File: src/rtl/assert_macros.svh
// Assertion helpers shared by the RTL modules.
// Each macro expects signals named clk and rst in the enclosing module.
`ifndef ASSERT_MACROS_SVH
`define ASSERT_MACROS_SVH

// Checks a property on every rising clock edge outside reset.
`define ASSERT_CLK(label, prop, msg) \
  label: assert property (@(posedge clk) disable iff (rst) (prop)) else $error(msg);

// Checks that a condition never holds on a rising clock edge outside reset.
`define ASSERT_NEVER(label, expr, msg) \
  `ASSERT_CLK(label, !(expr), msg)

`endif

File: src/rtl/gbwl_pkg.sv
`default_nettype none

package gbwl_pkg;

  // Grid size; node index widths and the memory depth follow from it.
  localparam int GRID_ROWS = 32;
  localparam int GRID_COLS = 32;
  localparam int ROW_W     = $clog2(GRID_ROWS);
  localparam int COL_W     = $clog2(GRID_COLS);
  localparam int DEPTH     = GRID_ROWS * GRID_COLS;
  localparam int ADDR_W    = $clog2(DEPTH);
  localparam int LAST_ROW  = GRID_ROWS - 2;
  localparam int LAST_COL  = GRID_COLS - 2;

  // Input item layout in s_tdata, lowest bit first.
  localparam int ROW_LSB     = 0;
  localparam int COL_LSB     = 5;
  localparam int VX_LSB      = 10;
  localparam int VY_LSB      = 26;
  localparam int QX_LSB      = 42;
  localparam int QY_LSB      = 74;
  localparam int IN_TDATA_W  = 112;
  localparam int OUT_TDATA_W = 32;

  // Q1.16 weight of a whole cell.
  localparam logic [16:0] FRAC_ONE = 17'h10000;

  localparam logic [31:0] ORIGIN_RESET = 32'h0000_0000;
  localparam logic [31:0] SCALE_RESET  = 32'h0001_0000;

  typedef enum logic {
    CMD_WRITE_NODE = 1'b0,
    CMD_QUERY      = 1'b1
  } command_t;

  typedef enum logic [1:0] {
    CFG_ORIGIN_X = 2'd0,
    CFG_ORIGIN_Y = 2'd1,
    CFG_SCALE_X  = 2'd2,
    CFG_SCALE_Y  = 2'd3
  } cfg_index_t;

  typedef enum logic [2:0] {
    ST_IDLE,
    ST_MUL,
    ST_LOC,
    ST_READ,
    ST_CAPT,
    ST_BLEND1,
    ST_BLEND2,
    ST_FINISH
  } state_t;

  // Commands from the controller to the datapath.
  typedef struct packed {
    logic       write_node;
    logic       load_query;
    logic       mul_en;
    logic       loc_en;
    logic       rd_en;
    logic [1:0] rd_sel;
    logic       cap_en;
    logic [1:0] cap_sel;
    logic       blend1_en;
    logic       blend2_en;
    logic       out_load;
  } cmd_t;

  // Status from the datapath to the controller.
  typedef struct packed {
    logic out_free;
  } sts_t;

endpackage

`default_nettype wire

File: src/rtl/gbwl_ctrl.sv
`default_nettype none

module gbwl_ctrl (
  input  wire logic          clk,
  input  wire logic          rst,
  input  wire logic          s_tvalid,
  output logic               s_tready,
  input  wire logic          s_tuser,
  input  wire gbwl_pkg::sts_t sts,
  output gbwl_pkg::cmd_t     cmd
);
  import gbwl_pkg::*;

  state_t     state;
  state_t     state_next;
  logic [1:0] cnt;
  logic [1:0] cnt_next;
  logic       accept;

  assign accept = s_tvalid && (state == ST_IDLE);

  always_ff @(posedge clk) begin
    if (rst) begin
      state <= ST_IDLE;
      cnt   <= '0;
    end else begin
      state <= state_next;
      cnt   <= cnt_next;
    end
  end

  always_comb begin
    state_next = state;
    cnt_next   = '0;
    unique case (state)
      ST_IDLE: begin
        if (accept && (command_t'(s_tuser) == CMD_QUERY)) begin
          state_next = ST_MUL;
        end
      end
      ST_MUL:    state_next = ST_LOC;
      ST_LOC:    state_next = ST_READ;
      ST_READ: begin
        cnt_next = cnt + 2'd1;
        if (cnt == 2'd3) begin
          state_next = ST_CAPT;
        end
      end
      ST_CAPT:   state_next = ST_BLEND1;
      ST_BLEND1: state_next = ST_BLEND2;
      ST_BLEND2: state_next = ST_FINISH;
      ST_FINISH: begin
        if (sts.out_free) begin
          state_next = ST_IDLE;
        end
      end
      default:   state_next = ST_IDLE;
    endcase
  end

  always_comb begin
    cmd      = '0;
    s_tready = 1'b0;
    unique case (state)
      ST_IDLE: begin
        s_tready       = 1'b1;
        cmd.write_node = accept && (command_t'(s_tuser) == CMD_WRITE_NODE);
        cmd.load_query = accept && (command_t'(s_tuser) == CMD_QUERY);
      end
      ST_MUL:    cmd.mul_en = 1'b1;
      ST_LOC:    cmd.loc_en = 1'b1;
      ST_READ: begin
        cmd.rd_en   = 1'b1;
        cmd.rd_sel  = cnt;
        cmd.cap_en  = (cnt != 2'd0);
        cmd.cap_sel = cnt - 2'd1;
      end
      ST_CAPT: begin
        cmd.cap_en  = 1'b1;
        cmd.cap_sel = 2'd3;
      end
      ST_BLEND1: cmd.blend1_en = 1'b1;
      ST_BLEND2: cmd.blend2_en = 1'b1;
      ST_FINISH: cmd.out_load = sts.out_free;
      default: begin
        cmd      = '0;
        s_tready = 1'b0;
      end
    endcase
  end

`include "assert_macros.svh"

  // Every node read is captured on the following cycle.
  `ASSERT_CLK(a_read_then_capture, cmd.rd_en |=> cmd.cap_en, "read data not captured")
  // A result is only loaded into a free output register.
  `ASSERT_CLK(a_load_when_free, cmd.out_load |-> sts.out_free, "output overwritten")

endmodule

`default_nettype wire

File: config.mk
export PLATFORM = sky130hd
export DESIGN_NAME = gbwl_ctrl
export DESIGN_NICKNAME = d
export VERILOG_FILES = /design/src/rtl/gbwl_pkg.sv /design/src/rtl/gbwl_ctrl.sv
export VERILOG_INCLUDE_DIRS = /design/src /design/src/rtl
export SDC_FILE = /design/constraint.sdc
export NUM_CORES = 1
export LEC_CHECK = 0
export ABC_CLOCK_PERIOD_IN_PS = 1550
export BUFFER_PORTS_ARGS = -buffer_cell sky130_fd_sc_hd__buf_2
export CAP_MARGIN = 40
export CELL_PAD_IN_SITES_DETAIL_PLACEMENT = 1
export CELL_PAD_IN_SITES_GLOBAL_PLACEMENT = 2
export CORE_UTILIZATION = 24
export DETAILED_ROUTE_END_ITERATION = 10
export GPL_TIMING_DRIVEN = 0
export PLACE_DENSITY_LB_ADDON = 0.1
export SYNTH_ARGS = -nofsm -noshare
export SYNTH_HDL_FRONTEND = slang
export SYNTH_SLANG_ARGS = --single-unit
File: constraint.sdc
create_clock -name clk -period 1.55 [get_ports clk]
set_input_delay 0.0775 -clock clk [delete_from_list [all_inputs] [get_ports clk]]
set_output_delay 0.0775 -clock clk [all_outputs]
set_load 0.05 [all_outputs]
Word level (Yosys, flattened, before mapping)

Index checks and enable logic that the tools add are counted.

Bits in registers: 5
Input bits: 5
Output and inout bits: 14
Word-level logic and storage cells: 37

$add $sub $neg: 2
Equality and inequality tests: 11
Muxes and demuxes: 13
Bitwise operators: 2
Reduce and logical (&&, ||, !) cells: 7

Operator list:

| cell                                                   | count |
|---|---|
| one-hot mux 3 bit (8 select lines)                     | 1 |
| == test 3 bit (second input constant)                  | 4 |
| two-way mux 3 bit                                      | 4 |
| == test 3 x 2 -> 1 bit (second input constant)         | 2 |
| two-way mux 1 bit                                      | 6 |
| one-hot mux 3 bit (2 select lines)                     | 1 |
| inequality test 2 bit (second input constant)          | 2 |
| == test 3 x 1 -> 1 bit (second input constant)         | 1 |
| logical AND 1 bit                                      | 3 |
| zero test 3 bit                                        | 1 |
| AND reduction 3 bit                                    | 1 |
| adder 2 x 1 -> 2 bit (second input constant)           | 1 |
| == test 2 bit (second input constant)                  | 1 |
| two-way mux 2 bit                                      | 1 |
| inequality test 2 x 1 -> 1 bit (second input constant) | 1 |
| NOT 1 bit                                              | 2 |
| nonzero test 2 bit                                     | 1 |
| OR reduction 2 bit                                     | 1 |
| subtractor 2 x 1 -> 2 bit (second input constant)      | 1 |

Logic depth before layout (Yosys ltp)

Gate-level depths: netlist of the first run.

Word-level depth: 5
Depth in mapped cells: 6
Mapped depth without buffers: 5

Worst setup path after synthesis of the first run

Ideal clock, no wire load.

Path kind: reg2out
From: register state[0]
To: output port cmd[3] (netlist name)
Arrival: 1.901 ns
Required time: 1.472 ns
Slack: -0.428 ns
Cell stages (with the launch flop): 5
Path buffers: 1
Path through: dfxtp_1 -> ha_1 -> nand2b_1 -> clkbuf_1 -> o21ai_0

RTL lines:

| what                   | RTL line        | RTL |
|---|---|---|
| from (decl)            | gbwl_ctrl.sv:14 | `state_t state;` |
| from (signal assigned) | gbwl_ctrl.sv:27 | `state <= state_next;` |
| to (decl)              | gbwl_ctrl.sv:10 | `output gbwl_pkg::cmd_t cmd` |

==> results of run 1 <==
## layout by cell type (no fill, tap or decap)
master     netlist  final
buf_2            0     12
o21bai_1         1      1
nand2_1          3      3
nand3_1          1      1
nor2_2           0      1
ha_1             6      4
and2b_4          1      1
mux2i_1          3      3
dfxtp_2          0      1
dfxtp_1          5      3
buf_6            1      2
and3_2           1      1
and2b_2          2      2
a21oi_1          1      1
ha_2             0      2
inv_1            5      5
a22o_4           1      1
buf_4            0      4
o2bb2ai_1        1      1
o21ai_1          0      3
nor3b_1          1      1
clkbuf_1         1      1
or3_1            1      1
nand2b_2         0      1
and2_2           2      2
and3_1           1      1
clkbuf_4         0      4
o31ai_2          1      1
nor3_1           1      1
dfxtp_4          0      1
nand2b_1         4      3
nor2_1           4      3
## where the power goes
| part | switching, W | leakage [nW] | internal (W) |
|---|---|---|---|
| Sequential | 0.0000304 | 0.0417 | 0.000166 |
| Clock | 0.0000542 | 0.0150 | 0.0000974 |
| Combinational | 0.000455 | 0.246 | 0.000245 |
| Total | 0.000540 | 0.302 | 0.000509 |
## stage by stage
step / total power [W] / utilization / cells
6_report: 0.00105 / 0.360 / 97
5_1_grt: 0.00112 / 0.360 / 97
4_1_cts: 0.00104 / 0.352 / 97
3_5_place_dp: 0.000870 / 0.328 / 94
3_3_place_gp: 0.000870 / 0.328 / 94
2_1_floorplan: 0.000731 / - / 51
## path summary, 6_finish.rpt
path | start | end | depth (start not counted)
worst max-delay path | state[0] | cmd[11] | 5
worst min-delay path | rst | cnt[1] | 2
worst max register to register | state[0] | state[2] | 5
worst min register to register | cnt[0] | cnt[0] | 1
## area by class of cell
cell class              count  area [µm²]  share of cell area
repair buffers             18         109               0.177
flip-flops and latches      5         105               0.171
plain buffers               1        11.3              0.0183
inverters                   5        18.8              0.0305
well taps                  25        31.3              0.0509
clock buffers               4        26.3              0.0428
multi-input cells          39         313               0.509
## worst register-to-register path: cells and delay by family, from the launching register on
family / cells / cell delay, ns
fa+ha+maj: 1 / 0.21
compound gates: 2 / 0.26
buf+inv: 1 / 0.06
simple gates: 1 / 0.37
flops: 1 / 0.36
## cell families (layout without fill, tap and decap cells)
family | after synthesis | after routing
AND/OR/NAND/NOR | 22 | 22
AO/OA/AOI/OAI | 8 | 8
buffers and inverters | 7 | 28
adder cells (fa/ha/maj) | 6 | 6
flip-flops | 5 | 5
multiplexers | 3 | 3
## flip-flops by register name (all words and copies together), names as in the netlist
register and flops:
cnt 2, state 3
## metal layers
metal,share of wire,up-vias
met4,0,0
li1,-,211
met3,0.077,0
met1,0.44,196
met5,0,-
met2,0.48,13
## timing repair
action,in CTS,in global routing
cloned,0,0
resized for setup,8,5
setup endpoints to repair,8,8
==> run metrics, run 1 <==
ys async rst share 0; drt wl/cell 10.4 µm; n_diodes 0; residual DRC count 0; outcome finished, final reports clean; distinct cell type count after synthesis 24; Cell Area, Placed 561 µm²; DR iter-0 viols 4; RSZ-0062 raised after global routing no; VDD IR-drop max 0.000584 V; crit start category register; worst endpoint data arrival time 1.42 ns; crit end category primary output; post-DR vias/cell approximately 4.3; top cell type's share of synthesized area 0.229; vias in the first global route 398; cell family with most CP delay simple AND/OR/NAND/NOR gates; Fin. Hold Viols 0; Vias 420; Fin Hold WS around 0.12 ns; growth of design area from synthesis to finish 40.7%; cell taking the most area after synthesis dfxtp_1; Final ANT Viol Nets 0; clk slew on worst S/H paths 0.05 ns; most common cell in the netlist ha_1; Synth area leaders dfxtp_1, ha_1, mux2i_1, nand2b_1, inv_1; CP max stage delay 0.35 ns; largest net degree at the start of global routing 11; largest family of logic cells by synthesized area simple AND/OR/NAND/NOR gates; FMAX 669 MHz; Placer Congestion 0.596; met2 usage 0.182; period utilisation layout 0.965; Layout Skew between 0.006 and 0.007 ns; R2R setup slack 0.19 ns; Synth Area in Simple Gates 0.301; Die ar. 0.00199 mm²; worst path required time approximately 1.5 ns; met1 Use GR 0.150; final slew viol count 0; chip height 44.7 µm; post-synthesis instance area 437 µm²; Clock Tree Buf Depth 2; ys flop type dfxtp_1; setup violators final 0; worst-path maximum fanout 4; Synth Area in Adders 0.172; setup_tns 0 ns; Setup WS pre-CTS 0.0682 ns; Slew Limit Headroom 0.835; Synthesized Nets between 60 and 70; final net count 84; CTS Buf Count 3; die width 44.7 µm; GRT Util Overall 0.118; Final Critical Period 1.50 ns; H-tree levels 1; Avg Cell Area, Syn 8.56 µm²; sequential-to-total area share from yosys stat 0.229; Hold Crit Class in2reg; measured slew at the worst slew-check pin 0.249 ns; worst skew pair latency 0.24 ns; detailed-router iteration count before antenna repair 2; CTS tree done; Synth Area in XOR/XNOR 0; Final Cell Area 614 µm²; Final Worst Setup Slack 0.0541 ns; synth cell count leaders ha_1, dfxtp_1, inv_1; final WL around 1000 µm; Pwr Density 1710 mW/mm²; Leakage Power 0.302 nW; Slowest-stage cell, CP dfxtp_4; Synth Area in Compound Gates 0.152; synthesized flop and latch total 5; Max Cap Violations 0; Site Rows 15; critical path type reg2out; Starting Density 0.256; port buffer count 18; Core Box Area 0.00171 mm²; EDFF count, synth 0; crit-path cells inv_1 -> ha_2 -> and2b_4 -> and3_1 -> buf_6; layout cells sized above 1 0.500; cells after synthesis 51; GRT busiest layer met2; met3 GRT Util 0.0612; # hold bufs at CTS 0; clock sinks 5; first-pass GRT wire length 1640 µm; root buffer cell clkbuf_4; Detail Placement HPWL 771 µm; gr ovfl total 0; multiplexer area fraction after synthesis 0.0688; initial antenna violation count 0; postcts setup bufs 0; Bufs and invs on worst path 2; number of synthesis warnings 0; Top Ports 19; fillcell total 220
No activity file was read; power rests on OpenSTA's default activity.
==> run 2: changes to the inputs <==
--- a/config.mk
+++ b/config.mk
@@ -6,9 +6,9 @@
 export SDC_FILE = /design/constraint.sdc
 export NUM_CORES = 1
 export LEC_CHECK = 0
-export ABC_CLOCK_PERIOD_IN_PS = 1550
+export ABC_CLOCK_PERIOD_IN_PS = 1480
 export BUFFER_PORTS_ARGS = -buffer_cell sky130_fd_sc_hd__buf_2
-export CAP_MARGIN = 40
+export CAP_MARGIN = 5
 export CELL_PAD_IN_SITES_DETAIL_PLACEMENT = 1
 export CELL_PAD_IN_SITES_GLOBAL_PLACEMENT = 2
 export CORE_UTILIZATION = 24
==> constraint.sdc (replaced) <==
create_clock -name clk -period 1.48 [get_ports clk]
set_input_delay 0.074 -clock clk [delete_from_list [all_inputs] [get_ports clk]]
set_output_delay 0.074 -clock clk [all_outputs]
set_load 0.05 [all_outputs]
==> run metrics, run 2 (synthesized netlist as in run 1, its figures left out) <==
clock sinks 5 (unchanged); Slew Limit Headroom 0.835 (about the same); RSZ-0062 raised after global routing no; worst endpoint data arrival time 1.35 ns (-0.07 ns); clk slew on worst S/H paths 0.05 ns (about the same); hold path startpoint rst; CP Launch Point state[0]; Finished Core Util 0.379 (+0.0198); hold path depth 2 (unchanged); DR iter-0 viols 4 (unchanged); CTS tree done; register area 106 µm² (+1.2%); metal1 wirelength 433 µm (-2.5%); largest net degree at the start of global routing 11 (unchanged); Biggest register state; setup violators final 0 (unchanged); Final Critical Period around 1.4 ns; measured slew at the worst slew-check pin 0.249 ns (-0.0000163 ns); VDD IR-drop max 0.000629 V (+7.8%); Hold Crit Class in2reg; chip height 44.7 µm (unchanged); crit start category register; initial antenna violation count 0 (unchanged); Final ANT Viol Nets 0 (unchanged); Placer Congestion 0.596 (unchanged); Leakage Power 0.311 nW (+2.8%); FMAX 704 MHz; outcome finished, final reports clean; # hold bufs at CTS 0 (unchanged); Detail Placement HPWL 771 µm (unchanged); Slowest-stage cell, CP dfxtp_4; Die ar. 0.00199 mm² (unchanged); DR WL met3 80 µm (+2.6%); gr ovfl total 0 (unchanged); worst path required time 1.41 ns (-0.06 ns); residual DRC count 0 (unchanged); Reg-to-Reg Start state[1]; growth of design area from synthesis to finish 48.4%; final WL 1010 µm (+0.50%); crit-path cells inv_2 -> ha_4 -> and2b_4 -> and3_1 -> buf_6; R2R setup slack 0.14 ns (-0.05 ns); GRT Util Overall 0.120 (+0.00168); Max Cap Violations 0 (unchanged); most common cell after layout, fill and taps aside buf_2; H-tree levels 1 (unchanged); Starting Density 0.256 (unchanged); worst-path maximum fanout 4 (unchanged); crit end category primary output; Pwr Density 1770 mW/mm² (+3.7%); n_diodes 0 (unchanged); top layer in use met3; Core Box Area 0.00171 mm² (unchanged); CTS Buf Count 3 (unchanged); post-DR vias/cell 4.35 (+0.48%); drt wl/cell 10.4 µm (+0.50%); period utilisation layout 0.960; vias in the first global route 399 (+0.25%); Worst Reg-to-Reg Cells 5 (unchanged); max FFs per register 3 (unchanged); first-pass GRT wire length 1670 µm (+1.6%); cell family with most CP delay simple AND/OR/NAND/NOR gates; most frequent cells in the layout buf_2, buf_6, ha_1, clkbuf_4; port buffer count 18 (unchanged); r2r endpoint state[2]; detailed-router iteration count before antenna repair 2 (unchanged); CP max stage delay 0.35 ns (about the same); routed wl met2 499 µm (+3.1%); Multi-input gate area 335 µm² (+7.2%); Bufs and invs on worst path 2 (unchanged); final net count 84 (unchanged); die width 44.7 µm (unchanged); Largest regs state: 3 flops, cnt: 2 flops; Top Ports 19 (unchanged); Layout Skew 0.00625 ns (+0.000137 ns); Clock Tree Buf Depth 2 (unchanged); Fin. Hold Viols 0 (unchanged); final slew viol count 0 (unchanged); layout cells sized above 1 0.569 (+0.0694); critical path type reg2out; Vias 422 (+0.48%); fillcell total 213 (-3.2%); Site Rows 15 (unchanged); setup_tns 0 ns (unchanged); root buffer cell clkbuf_4; worst hold endpoint cnt[0]; worst skew pair latency 0.24 ns (about the same)
## run 2: cell types whose count changed in the layout (fill, tap and decap cells not counted), moves of 2 or more
cell / previous run / this run
buf_6: 2 / 4
inv_1: 5 / 3
inv_2: 0 / 2
o21ai_1: 3 / 1
o21ai_2: 0 / 2
## run 2: worst reg2reg max path, cell delays in order (launching register included)
cell and delay (ns):
dfxtp_2 0.36, inv_2 0.06, ha_1 0.21, or3_1 0.35, a21oi_1 0.19, o31ai_2 0.07
## run 2: area by class of cell
class / instances / area share
inverters: 5 / 0.0290
plain buffers: 1 / 0.0174
multi-input cells: 39 / 0.517
flip-flops and latches: 5 / 0.164
repair buffers: 18 / 0.183
well taps: 25 / 0.0483
clock buffers: 4 / 0.0405
## run 2: where the power goes
| group | internal (W) | leakage, nW | switching, W | total (W) |
|---|---|---|---|---|
| logic | 0.000287 | 0.254 | 0.000492 | 0.000779 |
| clock network | 0.000102 | 0.0150 | 0.0000566 | 0.000159 |
| registers | 0.000174 | 0.0422 | 0.0000354 | 0.000210 |
## run 2: worst max path at each step
stage               cells past startpoint  slack [ns]       end
floorplan                               4       -0.12    cmd[3]
global placement                        5       0.005  state[2]
detailed placement                      6      -0.002  state[2]
CTS                                     5        0.01   cmd[11]
global route                            4     0.00002    cmd[3]
finish                                  5        0.06   cmd[11]
## run 2: per-stage QoR
stage | cell area [µm²] | setup WS (ns) | instances | total power [W] | hold slack (ns)
CTS | 609 | 0.0124 | 97 | 0.00111 | 0.114
global route | 648 | 0.0000218 | 97 | 0.00122 | 0.130
detailed placement | 561 | -0.00180 | 94 | 0.000911 | 0.358
finish | 648 | 0.0599 | 97 | 0.00115 | 0.107
global placement | 561 | 0.00471 | 94 | 0.000911 | 0.358
floorplan | 439 | -0.124 | 51 | 0.000766 | 0.150
## run 2: metal layers
metal / up-vias / global-route usage
met2: 13 / 0.185
met5: - / 0
met3: 0 / 0.0612
met1: 197 / 0.152
met4: 0 / 0.0182
li1: 212 / -
## run 2: repair_timing
action / CTS / global route
endpoints found under the setup margin: 9 / 8
pin swaps: 0 / 0
buffers inserted: 0 / 0
gates resized for setup: 11 / 13
